[config.mk]
export PLATFORM = sky130hd
export DESIGN_NAME = sstf_request_scheduler_core
export DESIGN_NICKNAME = d
export VERILOG_FILES = /design/src/rtl/sstf_pkg.sv /design/src/rtl/sstf_request_scheduler_core.sv /design/src/rtl/sstf_pos_ram.sv
export SDC_FILE = /design/constraint.sdc
export NUM_CORES = 1
export LEC_CHECK = 0
export BUFFER_PORTS_ARGS = -buffer_cell sky130_fd_sc_hd__buf_4
export CAP_MARGIN = 40
export CORE_ASPECT_RATIO = 0.9
export CORE_MARGIN = 5
export CORE_UTILIZATION = 60
export DETAILED_ROUTE_END_ITERATION = 8
export PLACE_DENSITY = 0.85
export SYNTH_ARGS = -nofsm -noshare
export SYNTH_HDL_FRONTEND = slang
export SYNTH_SLANG_ARGS = --single-unit
[constraint.sdc]
create_clock -name clk -period 38.1 [get_ports clk]
set_input_delay 5.715 -clock clk [delete_from_list [all_inputs] [get_ports clk]]
set_output_delay 5.715 -clock clk [all_outputs]
set_load 0.03 [all_outputs]
[src/rtl/sstf_pkg.sv]
`timescale 1ns / 1ps

package sstf_pkg;

  localparam int POS_W           = 20;
  localparam int CNT_FIELD_W     = 5;
  localparam int QUEUE_DEPTH_DEF = 16;

  typedef enum logic {
    OP_ADD      = 1'b0,
    OP_DISPATCH = 1'b1
  } sstf_op_t;

  typedef struct packed {
    sstf_op_t         op;
    logic [POS_W-1:0] sector_pos;
  } sstf_in_t;

  typedef struct packed {
    logic                   dispatch_valid;
    logic [POS_W-1:0]       dispatch_pos;
    logic [CNT_FIELD_W-1:0] pending_count;
    logic                   add_dropped;
  } sstf_out_t;

  typedef enum logic [2:0] {
    ST_IDLE,
    ST_DISP,
    ST_SCAN,
    ST_PICK,
    ST_RESP
  } sstf_state_t;

endpackage

[src/rtl/sstf_request_scheduler_core.sv]
`timescale 1ns / 1ps

// Channel  | Direction | Handshake            | Payload
// in_      | input     | in_valid / in_stall   | sstf_in_t  (op, sector_pos)
// out_     | output    | out_valid / out_stall | sstf_out_t (dispatch_valid, dispatch_pos,
//          |           |                       |             pending_count, add_dropped)
//
// One item at a time; a result sits in the output register while the next item is taken.
// Add without reorder, dropped add or empty dispatch: ST_IDLE then ST_RESP. Dispatch: ST_IDLE,
// ST_DISP, ST_RESP. Add after the first dispatch: an ST_SCAN pass and an ST_PICK per chain slot for
// N queued entries, since the single read port of the position memory is scanned once per chain slot.
// Reset is synchronous and active low; no clearing pass, the queue starts empty.
// out_stall holds the result register; the input stays stalled until the result is loaded.

module sstf_request_scheduler_core import sstf_pkg::*; #(
  parameter int QUEUE_DEPTH = QUEUE_DEPTH_DEF
) (
  input  logic      clk,
  input  logic      rst_n,
  input  logic      in_valid,
  output logic      in_stall,
  input  sstf_in_t  in_data,
  output logic      out_valid,
  input  logic      out_stall,
  output sstf_out_t out_data
);

  localparam int IDX_W = $clog2(QUEUE_DEPTH);
  localparam int CNT_W = $clog2(QUEUE_DEPTH + 1);
  localparam logic [CNT_W-1:0] DEPTH_C = CNT_W'(QUEUE_DEPTH);
  localparam logic [IDX_W:0]   DEPTH_W = (IDX_W + 1)'(QUEUE_DEPTH);

  function automatic logic [IDX_W-1:0] wrap_add(input logic [IDX_W-1:0] a,
                                                input logic [IDX_W-1:0] b);
    logic [IDX_W:0] sum;
    sum = {1'b0, a} + {1'b0, b};
    if (sum >= DEPTH_W) begin
      sum = sum - DEPTH_W;
    end
    return sum[IDX_W-1:0];
  endfunction

  sstf_state_t      state_r, state_nxt;
  logic [CNT_W-1:0] cnt_r, cnt_nxt;
  logic [IDX_W-1:0] head_r, head_nxt;
  logic             bank_r, bank_nxt;
  logic             once_r, once_nxt;
  logic [POS_W-1:0] ref_r, ref_nxt;
  logic [CNT_W-1:0] k_r, k_nxt;
  logic             d_vld_r, d_vld_nxt;
  logic [IDX_W-1:0] d_idx_r, d_idx_nxt;
  logic [IDX_W-1:0] slot_r, slot_nxt;
  logic [QUEUE_DEPTH-1:0] used_r, used_nxt;
  logic [POS_W-1:0] anchor_r, anchor_nxt;
  logic             best_vld_r, best_vld_nxt;
  logic [IDX_W-1:0] best_idx_r, best_idx_nxt;
  logic [POS_W-1:0] best_pos_r, best_pos_nxt;
  logic [POS_W-1:0] best_d_r, best_d_nxt;
  sstf_out_t        res_r, res_nxt;
  logic             out_valid_r, out_valid_nxt;
  sstf_out_t        out_data_r, out_data_nxt;

  logic             add_we;
  logic             pick_we;
  logic [IDX_W-1:0] rd_rel;
  logic [IDX_W-1:0] rd_addr;
  logic [IDX_W-1:0] wr_addr;
  logic [POS_W-1:0] wr_data;
  logic [POS_W-1:0] rd_data0, rd_data1, rd_data;
  logic [POS_W-1:0] seek_d;
  logic             we0, we1;

  assign rd_addr = wrap_add(head_r, rd_rel);
  assign wr_addr = add_we ? wrap_add(head_r, cnt_r[IDX_W-1:0]) : slot_r;
  assign wr_data = add_we ? in_data.sector_pos : best_pos_r;
  assign we0     = (add_we && !bank_r) || (pick_we && bank_r);
  assign we1     = (add_we && bank_r) || (pick_we && !bank_r);
  assign rd_data = bank_r ? rd_data1 : rd_data0;
  assign seek_d  = (rd_data > anchor_r) ? (rd_data - anchor_r) : (anchor_r - rd_data);

  sstf_pos_ram #(.DEPTH(QUEUE_DEPTH), .ADDR_W(IDX_W)) u_ram0 (
    .clk     (clk),
    .wr_en   (we0),
    .wr_addr (wr_addr),
    .wr_data (wr_data),
    .rd_addr (rd_addr),
    .rd_data (rd_data0)
  );

  sstf_pos_ram #(.DEPTH(QUEUE_DEPTH), .ADDR_W(IDX_W)) u_ram1 (
    .clk     (clk),
    .wr_en   (we1),
    .wr_addr (wr_addr),
    .wr_data (wr_data),
    .rd_addr (rd_addr),
    .rd_data (rd_data1)
  );

  always_comb begin
    state_nxt     = state_r;
    cnt_nxt       = cnt_r;
    head_nxt      = head_r;
    bank_nxt      = bank_r;
    once_nxt      = once_r;
    ref_nxt       = ref_r;
    k_nxt         = k_r;
    d_vld_nxt     = 1'b0;
    d_idx_nxt     = d_idx_r;
    slot_nxt      = slot_r;
    used_nxt      = used_r;
    anchor_nxt    = anchor_r;
    best_vld_nxt  = best_vld_r;
    best_idx_nxt  = best_idx_r;
    best_pos_nxt  = best_pos_r;
    best_d_nxt    = best_d_r;
    res_nxt       = res_r;
    out_valid_nxt = out_valid_r && out_stall;
    out_data_nxt  = out_data_r;
    add_we        = 1'b0;
    pick_we       = 1'b0;
    rd_rel        = '0;

    case (state_r)
      ST_IDLE: begin
        if (in_valid) begin
          res_nxt = '0;
          if (in_data.op == OP_ADD) begin
            if (cnt_r == DEPTH_C) begin
              res_nxt.pending_count = CNT_FIELD_W'(cnt_r);
              res_nxt.add_dropped   = 1'b1;
              state_nxt             = ST_RESP;
            end else begin
              add_we  = 1'b1;
              cnt_nxt = cnt_r + CNT_W'(1);
              if (once_r) begin
                k_nxt        = '0;
                slot_nxt     = '0;
                used_nxt     = '0;
                anchor_nxt   = ref_r;
                best_vld_nxt = 1'b0;
                state_nxt    = ST_SCAN;
              end else begin
                res_nxt.pending_count = CNT_FIELD_W'(cnt_nxt);
                state_nxt             = ST_RESP;
              end
            end
          end else if (cnt_r == '0) begin
            state_nxt = ST_RESP;
          end else begin
            state_nxt = ST_DISP;
          end
        end
      end
      ST_DISP: begin
        cnt_nxt                = cnt_r - CNT_W'(1);
        head_nxt               = wrap_add(head_r, IDX_W'(1));
        once_nxt               = 1'b1;
        ref_nxt                = once_r ? rd_data : '0;
        res_nxt.dispatch_valid = 1'b1;
        res_nxt.dispatch_pos   = rd_data;
        res_nxt.pending_count  = CNT_FIELD_W'(cnt_nxt);
        state_nxt              = ST_RESP;
      end
      ST_SCAN: begin
        rd_rel = k_r[IDX_W-1:0];
        if (d_vld_r && !used_r[d_idx_r] && (!best_vld_r || seek_d < best_d_r)) begin
          best_vld_nxt = 1'b1;
          best_idx_nxt = d_idx_r;
          best_pos_nxt = rd_data;
          best_d_nxt   = seek_d;
        end
        if (k_r != cnt_r) begin
          k_nxt     = k_r + CNT_W'(1);
          d_vld_nxt = 1'b1;
          d_idx_nxt = k_r[IDX_W-1:0];
        end else begin
          state_nxt = ST_PICK;
        end
      end
      ST_PICK: begin
        pick_we              = 1'b1;
        used_nxt[best_idx_r] = 1'b1;
        anchor_nxt           = best_pos_r;
        slot_nxt             = slot_r + IDX_W'(1);
        k_nxt                = '0;
        best_vld_nxt         = 1'b0;
        if (CNT_W'(slot_r) + CNT_W'(1) == cnt_r) begin
          bank_nxt              = !bank_r;
          head_nxt              = '0;
          res_nxt.pending_count = CNT_FIELD_W'(cnt_r);
          state_nxt             = ST_RESP;
        end else begin
          state_nxt = ST_SCAN;
        end
      end
      ST_RESP: begin
        if (!out_valid_r || !out_stall) begin
          out_valid_nxt = 1'b1;
          out_data_nxt  = res_r;
          state_nxt     = ST_IDLE;
        end
      end
      default: begin
        state_nxt = ST_IDLE;
      end
    endcase
  end

  always_ff @(posedge clk) begin
    if (!rst_n) begin
      state_r     <= ST_IDLE;
      cnt_r       <= '0;
      head_r      <= '0;
      bank_r      <= 1'b0;
      once_r      <= 1'b0;
      ref_r       <= '0;
      k_r         <= '0;
      d_vld_r     <= 1'b0;
      slot_r      <= '0;
      used_r      <= '0;
      best_vld_r  <= 1'b0;
      out_valid_r <= 1'b0;
    end else begin
      state_r     <= state_nxt;
      cnt_r       <= cnt_nxt;
      head_r      <= head_nxt;
      bank_r      <= bank_nxt;
      once_r      <= once_nxt;
      ref_r       <= ref_nxt;
      k_r         <= k_nxt;
      d_vld_r     <= d_vld_nxt;
      slot_r      <= slot_nxt;
      used_r      <= used_nxt;
      best_vld_r  <= best_vld_nxt;
      out_valid_r <= out_valid_nxt;
    end
  end

  always_ff @(posedge clk) begin
    d_idx_r    <= d_idx_nxt;
    anchor_r   <= anchor_nxt;
    best_idx_r <= best_idx_nxt;
    best_pos_r <= best_pos_nxt;
    best_d_r   <= best_d_nxt;
    res_r      <= res_nxt;
    out_data_r <= out_data_nxt;
  end

  assign in_stall  = (state_r != ST_IDLE);
  assign out_valid = out_valid_r;
  assign out_data  = out_data_r;

endmodule

[src/rtl/sstf_pos_ram.sv]
`timescale 1ns / 1ps

module sstf_pos_ram import sstf_pkg::*; #(
  parameter int DEPTH  = QUEUE_DEPTH_DEF,
  parameter int ADDR_W = $clog2(QUEUE_DEPTH_DEF)
) (
  input  logic              clk,
  input  logic              wr_en,
  input  logic [ADDR_W-1:0] wr_addr,
  input  logic [POS_W-1:0]  wr_data,
  input  logic [ADDR_W-1:0] rd_addr,
  output logic [POS_W-1:0]  rd_data
);

  logic [POS_W-1:0] mem [DEPTH];
  logic [POS_W-1:0] rd_data_r;

  always_ff @(posedge clk) begin
    if (wr_en) begin
      mem[wr_addr] <= wr_data;
    end
  end

  always_ff @(posedge clk) begin
    rd_data_r <= mem[rd_addr];
  end

  assign rd_data = rd_data_r;

endmodule

==> results by group <==
Status
  – Status: finished clean

Placement
  – Number of port buffers: 53
  – DP Cell Count: 2999
  – RD Place Congestion: 0.928
  – Detailed Place HPWL: 56300 um

STA
  – Setup-failing EPs final: 0
  – Clock period minus final worst setup slack: 8.07 ns
  – Actual transition at the worst max-transition pin: 0.993 ns
  – Max-slew violation count: 0
  – Final hold viol count: 0
  – Post-Route Setup TNS: 0 ns
  – Slew HR: 33.8%
  – RSZ-0062 raised after global routing: no
  – Max Clk Rate: 124 MHz
  – Final setup skew: 0.0206 ns
  – Portion of the clock cycle consumed by the worst path in the final layout: 21.2%

CTS
  – Post-cts resize count: 0
  – Clk pin slew, worst setup/hold paths: 0.07 ns
  – CTS tree: yes
  – Number of H-tree levels: 3
  – Inserted Clock Buffers: 80
  – Skew-Pair Late Insertion Delay: 0.64 ns
  – Post-CTS Hold Buffers: 0
  – Post-CTS repair timing setup buffer count: 0
  – Bufs on Longest Clock Path: 3
  – CTS sink count: 864
  – Root buffer cell: sky130_fd_sc_hd__clkbuf_16

Synth
  – Synthesized area divided by synthesized cell count: 16.0 sq um
  – Number of unique standard cell types used by synthesis: 76
  – Register bit total from synthesis: 864
  – Ys flop type: sky130_fd_sc_hd__edfxtp_1
  – Mapped Area: 0.0354 sq mm
  – Number of warnings reported in the yosys synthesis log: 0
  – Sequential-to-total area share from yosys stat: 70.5%
  – Synthesized netlist cell count: 2204
  – Number of synthesized flops with an enable pin: 762
  – Post-synthesis async set-or-reset flop share: 0%
  – Mapped Nets: 2302

Floorplan
  – Placeable Area: 0.0584 sq mm
  – Die H: 240 um
  – Count of boundary I/O pins: 54
  – Die outline area: 0.0639 sq mm
  – Initial core utilization: 60.5%
  – Number of cell rows: 84
  – Die extent in x: 266 um

Global routing
  – Antenna violations before repair: 4
  – Largest net degree at the start of global routing: 115
  – All-Layer GR Usage: 28.3%
  – Global-route wire length before repair: 134000 um
  – GRT Residual Overflow: 0
  – Via count of the first global-routing pass: 20800

Worst setup path
  – Critical Path Start Type: input pin
  – Largest stage delay, worst path: 0.71 ns
  – Arrival time worst endpoint: 8.41 ns
  – Critical path start-end classification: in2reg
  – Worst path slowest cell: sky130_fd_sc_hd__nor2_2
  – Sequence of cells on the critical path: buf_4 > nor2_1 > and2_1 > buf_4 > nor2_1 > a21oi_1 > nand2_1 > nor2_2 > buf_6
  – Kind of capture point of the worst setup path: flop
  – Worst Setup SP: in_data[20]
  – Reg2reg end: best_idx_r[3]$_DFFE_PP_
  – Worst R2R Path Depth: 21
  – R2R Setup Slk: 31.30 ns
  – Highest fanout seen on the critical path: 35
  – Critical path required time: 38.44 ns
  – Critical register-to-register path startpoint: bank_r$_SDFFE_PN0P_
  – Timing endpoint of the critical path: u_ram1.mem[0][14]$_DFFE_PP_

Drt
  – Detail-routed net length per standard cell: 28.7 um
  – Count of TritonRoute iterations in the first routing pass: 6
  – Final ANT Viol Nets: 0
  – Number of vias after detailed routing: 20900
  – Detailed Route WL: 90200 um
  – Average vias per placed instance: 6.66
  – Count of routing violations after the opening detailed-route iteration: 2882
  – Number of remaining DRC errors: 0

Layout
  – Non-filler instance count after layout: 3146
  – Most frequent standard cell in the layout excluding fill and tap cells: sky130_fd_sc_hd__edfxtp_1
  – Leading cell types in the layout, fill and taps excluded: sky130_fd_sc_hd__edfxtp_1 (762), sky130_fd_sc_hd__nand2_1 (265), sky130_fd_sc_hd__mux4_2 (164)
  – Layout cells sized above 1: 19.9%
  – ANT cells: 0
  – Post-layout net count: 2405
  – Layout area overhead: 13.0%

Power and ir drop
  – PD cells: 51.6 mW/mm^2
  – Power after layout: 2.06 mW
  – Peak ir drop on the vdd network: 44.2 uV
  – P_leak: 13.8 nW

Hold path
  – Path category of the worst min-delay check: reg2reg

Flow run
  – Max-capacitance violation count: 0
power breakdown:
group / leakage [nW] / internal [mW] / total (mW) / switching, mW
sequential: 7.75 / 1.06 / 1.07 / 0.00800
clock: 1.29 / 0.456 / 0.806 / 0.351
combinational: 4.75 / 0.0641 / 0.184 / 0.120
total: 13.8 / 1.58 / 2.06 / 0.479
cells by family after synthesis:
group           count (synthesis)  share of synthesized area [%]
buf+inv                       189                           2.18
flops                         864                           70.5
mux                           192                           11.3
simple gates                  539                           6.66
xor+xnor                       46                           1.14
compound gates                301                           5.63
fa+ha+maj                      73                           2.67
worst max-delay path: cells and delay by family:
kind            cells  cell delay (ns)
simple gates        5             1.65
buf+inv             3             0.77
compound gates      1             0.25
synth_stat cells, types with 24 or more instances:
library cell	number	share of area [%]
sky130_fd_sc_hd__edfxtp_1	762	65
sky130_fd_sc_hd__nand2_1	265	2.8
sky130_fd_sc_hd__mux4_2	164	10
sky130_fd_sc_hd__nor2_1	142	1.5
sky130_fd_sc_hd__dfxtp_1	102	5.8
sky130_fd_sc_hd__inv_1	82	0.87
sky130_fd_sc_hd__clkbuf_1	70	0.74
sky130_fd_sc_hd__ha_1	69	2.4
sky130_fd_sc_hd__a21oi_1	68	0.96
sky130_fd_sc_hd__a31oi_1	50	0.88
sky130_fd_sc_hd__and2_1	45	0.80
sky130_fd_sc_hd__a211oi_1	44	0.93
sky130_fd_sc_hd__o21ai_0	35	0.50
sky130_fd_sc_hd__a21o_1	28	0.59
sky130_fd_sc_hd__xnor2_1	28	0.69
sky130_fd_sc_hd__a22oi_1	25	0.53
sky130_fd_sc_hd__mux2i_1	24	0.68
flip-flops by register name, summed over array words and instances, names as in the netlist, 20 cells and up:
name            count
best_pos_r         20
best_d_r           20
out_data           27
u_ram0.mem        320
u_ram1.rd_data     20
u_ram1.mem        320
u_ram0.rd_data     20
res_r              27
ref_r              20
anchor_r           20
stage by stage:
step           utilization [%]  hold slack (ns)  worst slack [ns]  instance area [sq um]
2_1_floorplan                -            0.400             25.91                  35400
3_3_place_gp              62.8            0.401             29.56                  36700
3_5_place_dp              63.9            0.405             29.54                  37300
4_1_cts                   68.4            0.420             30.11                  40000
5_1_grt                   68.4            0.428             29.97                  40000
6_report                  68.4            0.419             30.03                  40000
worst min path at each step:
stage	from	end	slack, ns	cells after the start
final	res_r[20]$_DFFE_PP_	out_data[20]$_DFFE_PP_	0.42	0
after global routing	res_r[26]$_SDFFCE_PP1P_	out_data[26]$_DFFE_PP_	0.43	0
after CTS	res_r[26]$_SDFFCE_PP1P_	out_data[26]$_DFFE_PP_	0.42	0
after detailed placement	res_r[26]$_SDFFCE_PP1P_	out_data[26]$_DFFE_PP_	0.40	0
after global placement	res_r[2]$_DFFE_PP_	out_data[2]$_DFFE_PP_	0.40	0
after floorplan	res_r[0]$_SDFFCE_PP0P_	out_data[0]$_DFFE_PP_	0.40	0
cell type report:
type                       instances  area, sq um
sequential                       864        24900
fill                            3552        18500
multi-input combinational       1151         9810
clock buffer                     101         2220
timing repair buffer             127         1300
tap                              774          968
clock inverter                    46          419
inverter                          83          312
layer usage:
metal | vias up | GRT usage (%) | share of wire, %
li1 | 8665 | - | -
met2 | 1511 | 46.6 | 49
met5 | - | 0 | 0.055
met4 | 8 | 9.20 | 3.7
met1 | 10500 | 38.1 | 36
met3 | 238 | 6.78 | 11
Note: power is estimated with default switching activity, not from simulation.
